### src/rtl/hrts_pkg.sv
// Shared types and constants for the hysteretic range-table select block.
// No dependencies; every other file depends on this package.
package hrts_pkg;

	localparam int KIND_W      = 1;
	localparam int SLOT_W      = 3;
	localparam int BOUND_W     = 16;
	localparam int VALUE_W     = 16;
	localparam int RANGE_IDX_W = 3;
	localparam int MARGIN_W    = 10;
	localparam int CFG_IDX_W   = 1;
	localparam int CFG_DATA_W  = 10;
	localparam int MAX_SLOTS   = 2 ** SLOT_W;
	localparam int CMP_W       = BOUND_W + 2;

	localparam logic [KIND_W-1:0] KIND_LOAD   = 1'b0;
	localparam logic [KIND_W-1:0] KIND_SAMPLE = 1'b1;

	localparam logic STATUS_OK     = 1'b0;
	localparam logic STATUS_NODATA = 1'b1;

	localparam logic [CFG_IDX_W-1:0] REG_RISE_MARGIN = 1'b0;
	localparam logic [CFG_IDX_W-1:0] REG_FALL_MARGIN = 1'b1;

	typedef struct packed {
		logic signed [BOUND_W-1:0] lo;
		logic signed [BOUND_W-1:0] hi;
		logic        [VALUE_W-1:0] val;
	} entry_t;

	typedef enum logic [1:0] {
		CMP_PLAIN,
		CMP_RISE,
		CMP_FALL
	} cmp_op_t;

	typedef struct packed {
		logic gt;
		logic lt;
	} cmp_res_t;

endpackage

### src/rtl/hrts_in_if.sv
// Input channel: table loads and samples with valid/ready handshake.
// Depends on hrts_pkg for field widths.
interface hrts_in_if;
	logic                               valid;
	logic                               ready;
	logic [hrts_pkg::KIND_W-1:0]        kind;
	logic [hrts_pkg::SLOT_W-1:0]        entry_slot;
	logic signed [hrts_pkg::BOUND_W-1:0] entry_low;
	logic signed [hrts_pkg::BOUND_W-1:0] entry_high;
	logic [hrts_pkg::VALUE_W-1:0]       entry_value;
	logic signed [hrts_pkg::BOUND_W-1:0] sample;

	modport source (output valid, kind, entry_slot, entry_low, entry_high, entry_value,
		sample, input ready);
	modport sink (input valid, kind, entry_slot, entry_low, entry_high, entry_value,
		sample, output ready);
endinterface

### src/rtl/hrts_out_if.sv
// Result channel: selected range with valid/ready handshake.
// Depends on hrts_pkg for field widths.
interface hrts_out_if;
	logic                              valid;
	logic                              ready;
	logic                              status;
	logic [hrts_pkg::RANGE_IDX_W-1:0]  range_index;
	logic [hrts_pkg::VALUE_W-1:0]      value;
	logic                              changed;

	modport source (output valid, status, range_index, value, changed, input ready);
	modport sink (input valid, status, range_index, value, changed, output ready);
endinterface

### src/rtl/hrts_cfg_if.sv
// Configuration write channel: register index and data, valid/ready.
// Depends on hrts_pkg for field widths.
interface hrts_cfg_if;
	logic                             valid;
	logic                             ready;
	logic [hrts_pkg::CFG_IDX_W-1:0]   index;
	logic [hrts_pkg::CFG_DATA_W-1:0]  data;

	modport source (output valid, index, data, input ready);
	modport sink (input valid, index, data, output ready);
endinterface

### src/rtl/hrts_table.sv
// Range table storage: one write port, one read port, cleared at reset.
// Depends on hrts_pkg.
module hrts_table #(
	parameter int DEPTH = 8,
	parameter int IDX_W = 3
) (
	input  logic                          clk,
	input  logic                          arst_n,
	input  logic                          we,
	input  logic [hrts_pkg::SLOT_W-1:0]   wslot,
	input  hrts_pkg::entry_t              wdata,
	input  logic [IDX_W-1:0]              raddr,
	output hrts_pkg::entry_t              rdata
);
	import hrts_pkg::*;

	entry_t tbl_q [DEPTH];
	logic   slot_ok;

	// slots past the table depth are dropped
	assign slot_ok = 32'(wslot) < DEPTH;
	assign rdata   = tbl_q[raddr];

	always_ff @(posedge clk or negedge arst_n) begin
		if (!arst_n) begin
			for (int i = 0; i < DEPTH; i++) begin
				tbl_q[i] <= '0;
			end
		end else if (we && slot_ok) begin
			tbl_q[wslot[IDX_W-1:0]] <= wdata;
		end
	end
endmodule

### src/rtl/hrts_cmp.sv
// Shared compare unit: (a + signed margin) against b, gives gt and lt.
// Depends on hrts_pkg.
module hrts_cmp (
	input  hrts_pkg::cmp_op_t                   op,
	input  logic signed [hrts_pkg::BOUND_W-1:0] a,
	input  logic signed [hrts_pkg::BOUND_W-1:0] b,
	input  logic [hrts_pkg::MARGIN_W-1:0]       rise_margin,
	input  logic [hrts_pkg::MARGIN_W-1:0]       fall_margin,
	output hrts_pkg::cmp_res_t                  res
);
	import hrts_pkg::*;

	logic signed [CMP_W-1:0] a_x;
	logic signed [CMP_W-1:0] b_x;
	logic signed [CMP_W-1:0] off;
	logic signed [CMP_W-1:0] sum;

	always_comb begin
		a_x = CMP_W'(a);
		b_x = CMP_W'(b);
		case (op)
			CMP_RISE: off = $signed({{(CMP_W-MARGIN_W){1'b0}}, rise_margin});
			CMP_FALL: off = -$signed({{(CMP_W-MARGIN_W){1'b0}}, fall_margin});
			default:  off = '0;
		endcase
		sum    = a_x + off;
		res.gt = sum > b_x;
		res.lt = sum < b_x;
	end
endmodule

### src/rtl/hysteretic_range_table_select_core.sv
// Top level of the hysteretic range-table select block: sequencer, margins,
// result register. Depends on hrts_pkg, the hrts_*_if interfaces,
// hrts_table and hrts_cmp.
//  - in_ch carries transactions of two kinds. A load (kind 0) writes one
//    table slot in the cycle it is accepted and produces no result; the
//    block is ready again on the next cycle. A sample (kind 1) produces
//    exactly one result transaction on out_ch.
//  - A sample walks the table through a single shared comparator: for each
//    scanned entry a lower-bound step, then an upper-bound step where needed;
//    then the hysteresis check and the value read. With no data at slot 0
//    the scan goes straight to the value read. The table holds
//    N = min(NUM_RANGES, 8) entries. in_ch.ready is low while a sample is
//    in progress.
//  - The result sits in an output register. in_ch is ready again as soon as
//    that register is loaded; if the receiver stalls and the register is
//    still full when the next sample is done, the sequencer holds until it drains.
//  - cfg writes rise_margin (index 0) and fall_margin (index 1); always ready.
//    Write only while the block is idle.
//  - arst_n clears the table to all zero, the selected range to none, the
//    margins to zero and drops any pending result.
module hysteretic_range_table_select_core #(
	parameter int NUM_RANGES = 8
) (
	input logic      clk,
	input logic      arst_n,
	hrts_in_if.sink  in_ch,
	hrts_out_if.source out_ch,
	hrts_cfg_if.sink cfg
);
	import hrts_pkg::*;

	// only slots reachable by entry_slot can ever be nonzero; the rest read as
	// the end mark, so storage stops there
	localparam int TBL_DEPTH = (NUM_RANGES < MAX_SLOTS) ? NUM_RANGES : MAX_SLOTS;
	localparam int IDX_W     = (TBL_DEPTH > 1) ? $clog2(TBL_DEPTH) : 1;
	localparam logic [IDX_W-1:0] LAST_IDX = IDX_W'(TBL_DEPTH - 1);

	typedef enum logic [2:0] {
		ST_IDLE,
		ST_LO,
		ST_HI,
		ST_HYST,
		ST_VAL
	} state_t;

	state_t                     state_q;
	logic [IDX_W-1:0]           ptr_q;
	logic                       nodata_q;
	logic signed [BOUND_W-1:0]  sample_q;
	logic                       cur_valid_q;
	logic [IDX_W-1:0]           cur_q;
	logic [MARGIN_W-1:0]        rise_q;
	logic [MARGIN_W-1:0]        fall_q;

	logic                       out_valid_q;
	logic                       status_q;
	logic [RANGE_IDX_W-1:0]     idx_q;
	logic [VALUE_W-1:0]         value_q;
	logic                       changed_q;

	logic                       in_acc;
	logic                       tbl_we;
	entry_t                     wentry;
	entry_t                     rd;
	logic                       rd_zero;
	logic                       step_up;
	logic                       step_down;
	logic                       last_ent;
	logic                       out_free;
	cmp_op_t                    cmp_op;
	logic signed [BOUND_W-1:0]  cmp_a;
	cmp_res_t                   cmp;

	assign in_ch.ready = (state_q == ST_IDLE);
	assign in_acc      = in_ch.valid && in_ch.ready;
	assign tbl_we      = in_acc && (in_ch.kind == KIND_LOAD);
	assign cfg.ready   = 1'b1;

	assign wentry.lo  = in_ch.entry_low;
	assign wentry.hi  = in_ch.entry_high;
	assign wentry.val = in_ch.entry_value;

	hrts_table #(
		.DEPTH(TBL_DEPTH),
		.IDX_W(IDX_W)
	) u_table (
		.clk   (clk),
		.arst_n(arst_n),
		.we    (tbl_we),
		.wslot (in_ch.entry_slot),
		.wdata (wentry),
		.raddr (ptr_q),
		.rdata (rd)
	);

	// end mark: both bounds zero
	assign rd_zero  = (rd.lo == '0) && (rd.hi == '0);
	assign last_ent = (ptr_q == LAST_IDX);
	assign out_free = !out_valid_q || out_ch.ready;

	// hysteresis only for a move of exactly one range from a held range
	assign step_up   = cur_valid_q && (({1'b0, cur_q} + 1'b1) == {1'b0, ptr_q});
	assign step_down = cur_valid_q && (({1'b0, ptr_q} + 1'b1) == {1'b0, cur_q});

	// operand select for the shared comparator
	always_comb begin
		cmp_op = CMP_PLAIN;
		cmp_a  = rd.lo;
		case (state_q)
			ST_HI: cmp_a = rd.hi;
			ST_HYST: begin
				if (step_up) begin
					cmp_op = CMP_RISE;
					cmp_a  = rd.lo;
				end else begin
					cmp_op = CMP_FALL;
					cmp_a  = rd.hi;
				end
			end
			default: cmp_a = rd.lo;
		endcase
	end

	hrts_cmp u_cmp (
		.op         (cmp_op),
		.a          (cmp_a),
		.b          (sample_q),
		.rise_margin(rise_q),
		.fall_margin(fall_q),
		.res        (cmp)
	);

	// margin registers
	always_ff @(posedge clk or negedge arst_n) begin
		if (!arst_n) begin
			rise_q <= '0;
			fall_q <= '0;
		end else if (cfg.valid && cfg.ready) begin
			case (cfg.index)
				REG_RISE_MARGIN: rise_q <= cfg.data[MARGIN_W-1:0];
				REG_FALL_MARGIN: fall_q <= cfg.data[MARGIN_W-1:0];
				default: ;
			endcase
		end
	end

	// sequencer and result register
	always_ff @(posedge clk or negedge arst_n) begin
		if (!arst_n) begin
			state_q     <= ST_IDLE;
			ptr_q       <= '0;
			nodata_q    <= 1'b0;
			sample_q    <= '0;
			cur_valid_q <= 1'b0;
			cur_q       <= '0;
			out_valid_q <= 1'b0;
			status_q    <= STATUS_OK;
			idx_q       <= '0;
			value_q     <= '0;
			changed_q   <= 1'b0;
		end else begin
			// the value step reloads the result register itself
			if (out_ch.ready && (state_q != ST_VAL)) begin
				out_valid_q <= 1'b0;
			end
			case (state_q)
				ST_IDLE: begin
					if (in_acc && (in_ch.kind == KIND_SAMPLE)) begin
						sample_q <= in_ch.sample;
						ptr_q    <= '0;
						nodata_q <= 1'b0;
						state_q  <= ST_LO;
					end
				end
				ST_LO: begin
					// lower bound check; sample below slot 0 or slot 0 empty -> no data
					if ((ptr_q == '0) && (cmp.gt || rd_zero)) begin
						nodata_q <= 1'b1;
						state_q  <= ST_VAL;
					end else if (rd_zero) begin
						// ran off the valid entries: clip to the last one
						ptr_q   <= ptr_q - 1'b1;
						state_q <= ST_HYST;
					end else if (!cmp.gt) begin
						state_q <= ST_HI;
					end else if (last_ent) begin
						state_q <= ST_HYST;
					end else begin
						ptr_q <= ptr_q + 1'b1;
					end
				end
				ST_HI: begin
					if (!cmp.lt || last_ent) begin
						state_q <= ST_HYST;
					end else begin
						ptr_q   <= ptr_q + 1'b1;
						state_q <= ST_LO;
					end
				end
				ST_HYST: begin
					if ((step_up && cmp.gt) || (step_down && !step_up && cmp.lt)) begin
						ptr_q <= cur_q;
					end
					state_q <= ST_VAL;
				end
				ST_VAL: begin
					if (out_free) begin
						out_valid_q <= 1'b1;
						state_q     <= ST_IDLE;
						if (nodata_q) begin
							status_q    <= STATUS_NODATA;
							idx_q       <= '0;
							value_q     <= '0;
							changed_q   <= 1'b0;
							cur_valid_q <= 1'b0;
						end else begin
							status_q    <= STATUS_OK;
							idx_q       <= RANGE_IDX_W'(ptr_q);
							value_q     <= rd.val;
							changed_q   <= !cur_valid_q || (cur_q != ptr_q);
							cur_valid_q <= 1'b1;
							cur_q       <= ptr_q;
						end
					end
				end
				default: state_q <= ST_IDLE;
			endcase
		end
	end

	assign out_ch.valid       = out_valid_q;
	assign out_ch.status      = status_q;
	assign out_ch.range_index = idx_q;
	assign out_ch.value       = value_q;
	assign out_ch.changed     = changed_q;

	// a sample transaction closes the input side in the cycle after it is accepted
	assert property (@(posedge clk) disable iff (!arst_n)
		(in_ch.valid && in_ch.ready && (in_ch.kind == KIND_SAMPLE)) |=> !in_ch.ready)
		else $error("input reopened right after a sample transaction");

	// a no-data result carries zero index, zero value and no change flag
	assert property (@(posedge clk) disable iff (!arst_n)
		(out_valid_q && (status_q == STATUS_NODATA)) |->
		((idx_q == '0) && (value_q == '0) && !changed_q))
		else $error("no-data result with nonzero payload");

	// the scan pointer never leaves the stored table
	assert property (@(posedge clk) disable iff (!arst_n)
		(32'(ptr_q) < TBL_DEPTH) && (32'(cur_q) < TBL_DEPTH))
		else $error("table pointer out of range");

	// a result is only loaded from the value step
	assert property (@(posedge clk) disable iff (!arst_n)
		$rose(out_valid_q) |-> ($past(state_q) == ST_VAL))
		else $error("result produced outside the value step");
endmodule
### src/flat_wrapper.sv
// flat-port wrapper written by rule: the top's interface ports become plain ports
module hysteretic_range_table_select_core_flat import hrts_pkg::*;
#(
	parameter int NUM_RANGES = 8
)
  (clk, arst_n, in_ch_valid, in_ch_kind, in_ch_entry_slot, in_ch_entry_low, in_ch_entry_high, in_ch_entry_value, in_ch_sample, in_ch_ready, out_ch_valid, out_ch_status, out_ch_range_index, out_ch_value, out_ch_changed, out_ch_ready, cfg_valid, cfg_index, cfg_data, cfg_ready);
  hrts_in_if in_ch_i ();
  hrts_out_if out_ch_i ();
  hrts_cfg_if cfg_i ();
  input logic clk;
  input logic arst_n;
  input wire logic [$bits(in_ch_i.valid)-1:0] in_ch_valid;
  input wire logic [$bits(in_ch_i.kind)-1:0] in_ch_kind;
  input wire logic [$bits(in_ch_i.entry_slot)-1:0] in_ch_entry_slot;
  input wire logic [$bits(in_ch_i.entry_low)-1:0] in_ch_entry_low;
  input wire logic [$bits(in_ch_i.entry_high)-1:0] in_ch_entry_high;
  input wire logic [$bits(in_ch_i.entry_value)-1:0] in_ch_entry_value;
  input wire logic [$bits(in_ch_i.sample)-1:0] in_ch_sample;
  output wire logic [$bits(in_ch_i.ready)-1:0] in_ch_ready;
  output wire logic [$bits(out_ch_i.valid)-1:0] out_ch_valid;
  output wire logic [$bits(out_ch_i.status)-1:0] out_ch_status;
  output wire logic [$bits(out_ch_i.range_index)-1:0] out_ch_range_index;
  output wire logic [$bits(out_ch_i.value)-1:0] out_ch_value;
  output wire logic [$bits(out_ch_i.changed)-1:0] out_ch_changed;
  input wire logic [$bits(out_ch_i.ready)-1:0] out_ch_ready;
  input wire logic [$bits(cfg_i.valid)-1:0] cfg_valid;
  input wire logic [$bits(cfg_i.index)-1:0] cfg_index;
  input wire logic [$bits(cfg_i.data)-1:0] cfg_data;
  output wire logic [$bits(cfg_i.ready)-1:0] cfg_ready;
  assign in_ch_i.valid = in_ch_valid;
  assign in_ch_i.kind = in_ch_kind;
  assign in_ch_i.entry_slot = in_ch_entry_slot;
  assign in_ch_i.entry_low = in_ch_entry_low;
  assign in_ch_i.entry_high = in_ch_entry_high;
  assign in_ch_i.entry_value = in_ch_entry_value;
  assign in_ch_i.sample = in_ch_sample;
  assign in_ch_ready = in_ch_i.ready;
  assign out_ch_valid = out_ch_i.valid;
  assign out_ch_status = out_ch_i.status;
  assign out_ch_range_index = out_ch_i.range_index;
  assign out_ch_value = out_ch_i.value;
  assign out_ch_changed = out_ch_i.changed;
  assign out_ch_i.ready = out_ch_ready;
  assign cfg_i.valid = cfg_valid;
  assign cfg_i.index = cfg_index;
  assign cfg_i.data = cfg_data;
  assign cfg_ready = cfg_i.ready;
  hysteretic_range_table_select_core #(.NUM_RANGES(NUM_RANGES)) u_core (.clk(clk), .arst_n(arst_n), .in_ch(in_ch_i), .out_ch(out_ch_i), .cfg(cfg_i));
endmodule
### config.mk
export PLATFORM = sky130hd
export DESIGN_NAME = hysteretic_range_table_select_core_flat
export DESIGN_NICKNAME = d
export VERILOG_FILES = /design/src/rtl/hrts_pkg.sv /design/src/rtl/hrts_in_if.sv /design/src/rtl/hrts_out_if.sv /design/src/rtl/hrts_cfg_if.sv /design/src/rtl/hrts_table.sv /design/src/rtl/hrts_cmp.sv /design/src/rtl/hysteretic_range_table_select_core.sv /design/src/flat_wrapper.sv
export SDC_FILE = /design/constraint.sdc
export NUM_CORES = 1
export LEC_CHECK = 0
export BUFFER_PORTS_ARGS = -buffer_cell sky130_fd_sc_hd__clkbuf_2
export CORE_AREA = 2 2 344 278
export DETAILED_ROUTE_END_ITERATION = 16
export DIE_AREA = 0 0 346 280
export PLACE_DENSITY = 0.34
export RECOVER_POWER = 50
export SLEW_MARGIN = 20
export SYNTH_ARGS = -nofsm -noshare
export SYNTH_HDL_FRONTEND = slang
export SYNTH_SLANG_ARGS = --single-unit
### constraint.sdc
create_clock -name clk -period 9 [get_ports clk]
set_input_delay 1.35 -clock clk [delete_from_list [all_inputs] [get_ports clk]]
set_output_delay 1.35 -clock clk [all_outputs]
set_load 0.05 [all_outputs]
==> run_results.csv <==
group,metric,value,unit
status,status,"finished, violations left",
status,violations,"max-capacitance violations, max-slew violations",
power_and_ir_drop,irDropWorstVdd,0.142,mV
die,rows,101,
cells_and_area,final_util,27.7,%
yosys,synth-compound-area-share,4.51,%
clocking,cts_tree,"done",
drt,drc,0,
worst_setup_path,cpMaxStageDelayCell,"dfrtp_4",
die,die_h,280,microns
worst_setup_path,reg2reg_slack,1.92,ns
drt,route.vias.total,14100,
worst_setup_path,crit_end,"u_core.ptr_q[1]",
run,cap_violations,4,
timing,slew_headroom,-181,%
die,coreArea,93800,sq um
yosys,ys_top_cells_by_area,"dfrtp_1, mux2_2, mux4_2",
yosys,synth_edf_count,0,
yosys,synth-seq-cells,453,
grt,grt_pass1_wl,103000,microns
drt,viasPerCell,4.68,
worst_hold_path,worst_hold_path_type,"flip-flop to flip-flop",
worst_setup_path,worstRegToRegCells,20,
clocking,cts_num_sinks,453,
worst_setup_path,cp.arrival,7.55,ns
clocking,clock_latency,0.63,ns
worst_setup_path,r2r-start,"u_core.ptr_q[1]",
power_and_ir_drop,power_density,351,nW/um^2
grt,grt_usage,14.2,%
cells_and_area,antenna_cells,0,
clocking,post_cts_resized,0,
yosys,synth_top_family_by_area,"multiplexers",
drt,wire_per_inst,22.6,microns
worst_setup_path,worstSetupStartpointType,"flip-flop",
worst_setup_path,path_cells,"xor2_1, nor4_4, a21oi_2, buf_4, mux4_2, ha_1, fa_1, a21oi_1, o211ai_1, a31oi_1, xnor2_1, ha_1, nand4_1, a211oi_1, a2111oi_0, o22ai_1, or4_1, o211a_2, nand3b_1, mux2_1",
drt,final_antenna_net_count,0,
worst_setup_path,critPathMaxStageDelay,1.02,ns
cells_and_area,fin_nets,1856,
yosys,synth-simple-area-share,5.81,%
yosys,synth_most_common_cell,"dfrtp_1",
yosys,synth_xor_area_share,1.18,%
cells_and_area,register_area,11300,sq um
yosys,seq_area_frac_synth,50.9,%
timing,max_freq,141,MHz
clocking,cts_buffer_depth,3,
worst_setup_path,crit_top_cell,"ha_1",
cells_and_area,drive_gt1_share,41.8,%
drt,drt_first_pass_iters,5,
cells_and_area,multiInputGateArea,10500,sq um
yosys,yosysTopAreaCell,"dfrtp_1",
cells_and_area,syn_to_final_growth,16.6,%
clocking,hold_buffers,0,
yosys,yosys.cell_types.count,65,
cells_and_area,fillers,9646,
worst_setup_path,endpoint_kind,"flip-flop",
clocking,htreeDepth,2,
worst_setup_path,crit_type,"flip-flop to flip-flop",
die,io_pins,108,
clocking,cts-root-buf,"clkbuf_16",
worst_setup_path,cp.required,9.47,ns
yosys,muxShareOfSynthArea,32.9,%
yosys,avgSynthCellArea,13.6,sq um
timing,rsz0062_at_grt,"false",
timing,fin_worst_skew,0.0442,ns
timing,worstMarginPinSlew,4.21,ns
clocking,cts_setup_buffers,0,
drt,routed_wl,68000,microns
placement,dp_cells,2911,
yosys,synthCells,1634,
timing,setup_viol,0,
grt,antenna_found_initial,6,
grt,overflow,0,
clocking,clk_pin_slew,0.06,ns
yosys,syn_nets,1760,
grt,grt_pass1_vias,15000,
worst_setup_path,crit_start,"u_core.ptr_q[1]",
drt,first_iter_violations,911,
timing,maxSlewViolCount,189,
yosys,syn_area,22300,sq um
worst_setup_path,r2r-end,"u_core.ptr_q[1]",
placement,dp_hpwl,43000,microns
power_and_ir_drop,total_leakage_power,0.0114,uW
grt,grt_max_degree,145,
die,die_x,346,microns
die,start_util,23.8,%
worst_setup_path,crit_path_max_fanout,59,
yosys,synthDominantCellAreaShare,50.9,%
yosys,ys_top_cells_by_count,"dfrtp_1, mux2_2, mux4_2",
timing,layout_min_cycle_time,7.08,ns
yosys,synth_fa_ha_area_share,2.39,%
yosys,async_flop_share,100,%
placement,place_congestion,0.779,
placement,portBuffers,106,
die,die-area,96900,sq um
clocking,cts_inserted_buffers,53,
cells_and_area,stdcell_count,3006,
timing,hold_viol,0,
yosys,yosysWarnings,0,
timing,finalSetupTns,0,ns
yosys,synth_flop_cell,"dfrtp_1",
timing,post-route-period-util,78.7,%
## logic make-up (layout without fill, tap and decap cells)
kind of cell,Yosys count,after routing
other cells,1,1
xor+xnor,30,30
mux,568,568
buf+inv,127,263
flops,453,453
compound gates,153,153
simple gates,260,260
fa+ha+maj,42,42
## metrics by stage
stage          area (sq um)  hold slack, ns  setup WS (ns)  total power, uW
2_1_floorplan         22300           0.471           2.69             5920
3_3_place_gp          24300           0.464           2.04             7040
3_5_place_dp          24300           0.469           1.93             7080
4_1_cts               26000           0.483           1.92             9310
5_1_grt               26000           0.513           1.48             9790
6_report              26000           0.476           1.92             9130
## critical path: cells and delay by family, from the launching register on
| family | cells | cell delay, ns |
|---|---|---|
| AO/OA/AOI/OAI | 8 | 2.29 |
| XOR/XNOR | 2 | 0.44 |
| adder cells (fa/ha/maj) | 3 | 0.94 |
| buffers and inverters | 1 | 0.37 |
| flip-flops | 1 | 1.02 |
| multiplexers | 2 | 0.90 |
| AND/OR/NAND/NOR | 4 | 0.98 |
## per-layer routing
metal / up-vias / track usage [%] / wire, microns
li1: 6252 / - / -
met1: 7496 / 20.1 / 33000
met2: 224 / 22.6 / 31300
met3: 83 / 2.39 / 2450
met4: 4 / 3.37 / 1260
met5: - / 0 / 29
## placed cells by master (no fill, tap or decap), drive strengths merged, types with 6 or more instances in the layout
master,n
nor2b,15
or3,14
a31oi,12
mux2i,52
xnor2,21
mux4,88
nor3,34
and3,7
nand4,6
nand2b,11
o31a,7
nand3,11
nor4,10
a21oi,33
dfrtp,453
xor2,9
mux2,428
ha,41
a211oi,11
o21ai,44
clkbuf,199
nand2,73
nor2,52
inv,33
and2,7
buf,27
## worst min-delay path by stage
stage / from / endpoint / slack, ns / cells past startpoint
CTS: u_core.out_ch.range_index[2] / u_core.out_ch.range_index[2] / 0.48 / 2
global placement: u_core.out_ch.value[2] / u_core.out_ch.value[2] / 0.46 / 2
floorplan: u_core.u_table.tbl_q[128] / u_core.u_table.tbl_q[128] / 0.47 / 1
detailed placement: u_core.out_ch.range_index[2] / u_core.out_ch.range_index[2] / 0.47 / 2
finish: u_core.out_ch.value[0] / u_core.out_ch.value[0] / 0.48 / 2
global route: u_core.u_table.tbl_q[365] / u_core.u_table.tbl_q[365] / 0.51 / 1
## layout make-up
type	count	share of cell area [%]
clock inverters	5	0.250
clock buffers	90	6.41
inverters	32	0.462
multi-input cells	1054	40.3
repair buffers	136	3.00
well taps	1236	5.95
flip-flops and latches	453	43.7
## power by group
group,switching (uW),internal [uW]
Clock,902,1250
Sequential,566,2970
Combinational,1720,1730
Total,3180,5950
## sequential cells by signal, indices dropped and copies added, names as in the netlist
register / flops
u_core.out_ch.changed: 1
u_core.ptr_q: 3
u_core.fall_q: 10
u_core.out_ch.range_index: 3
u_core.out_ch.value: 16
u_core.rise_q: 10
u_core.state_q: 3
u_core.cur_valid_q: 1
u_core.sample_q: 16
u_core.nodata_q: 1
u_core.u_table.tbl_q: 384
u_core.out_ch.status: 1
u_core.cur_q: 3
u_core.out_ch.valid: 1
Note: power is estimated with default switching activity, not from simulation.
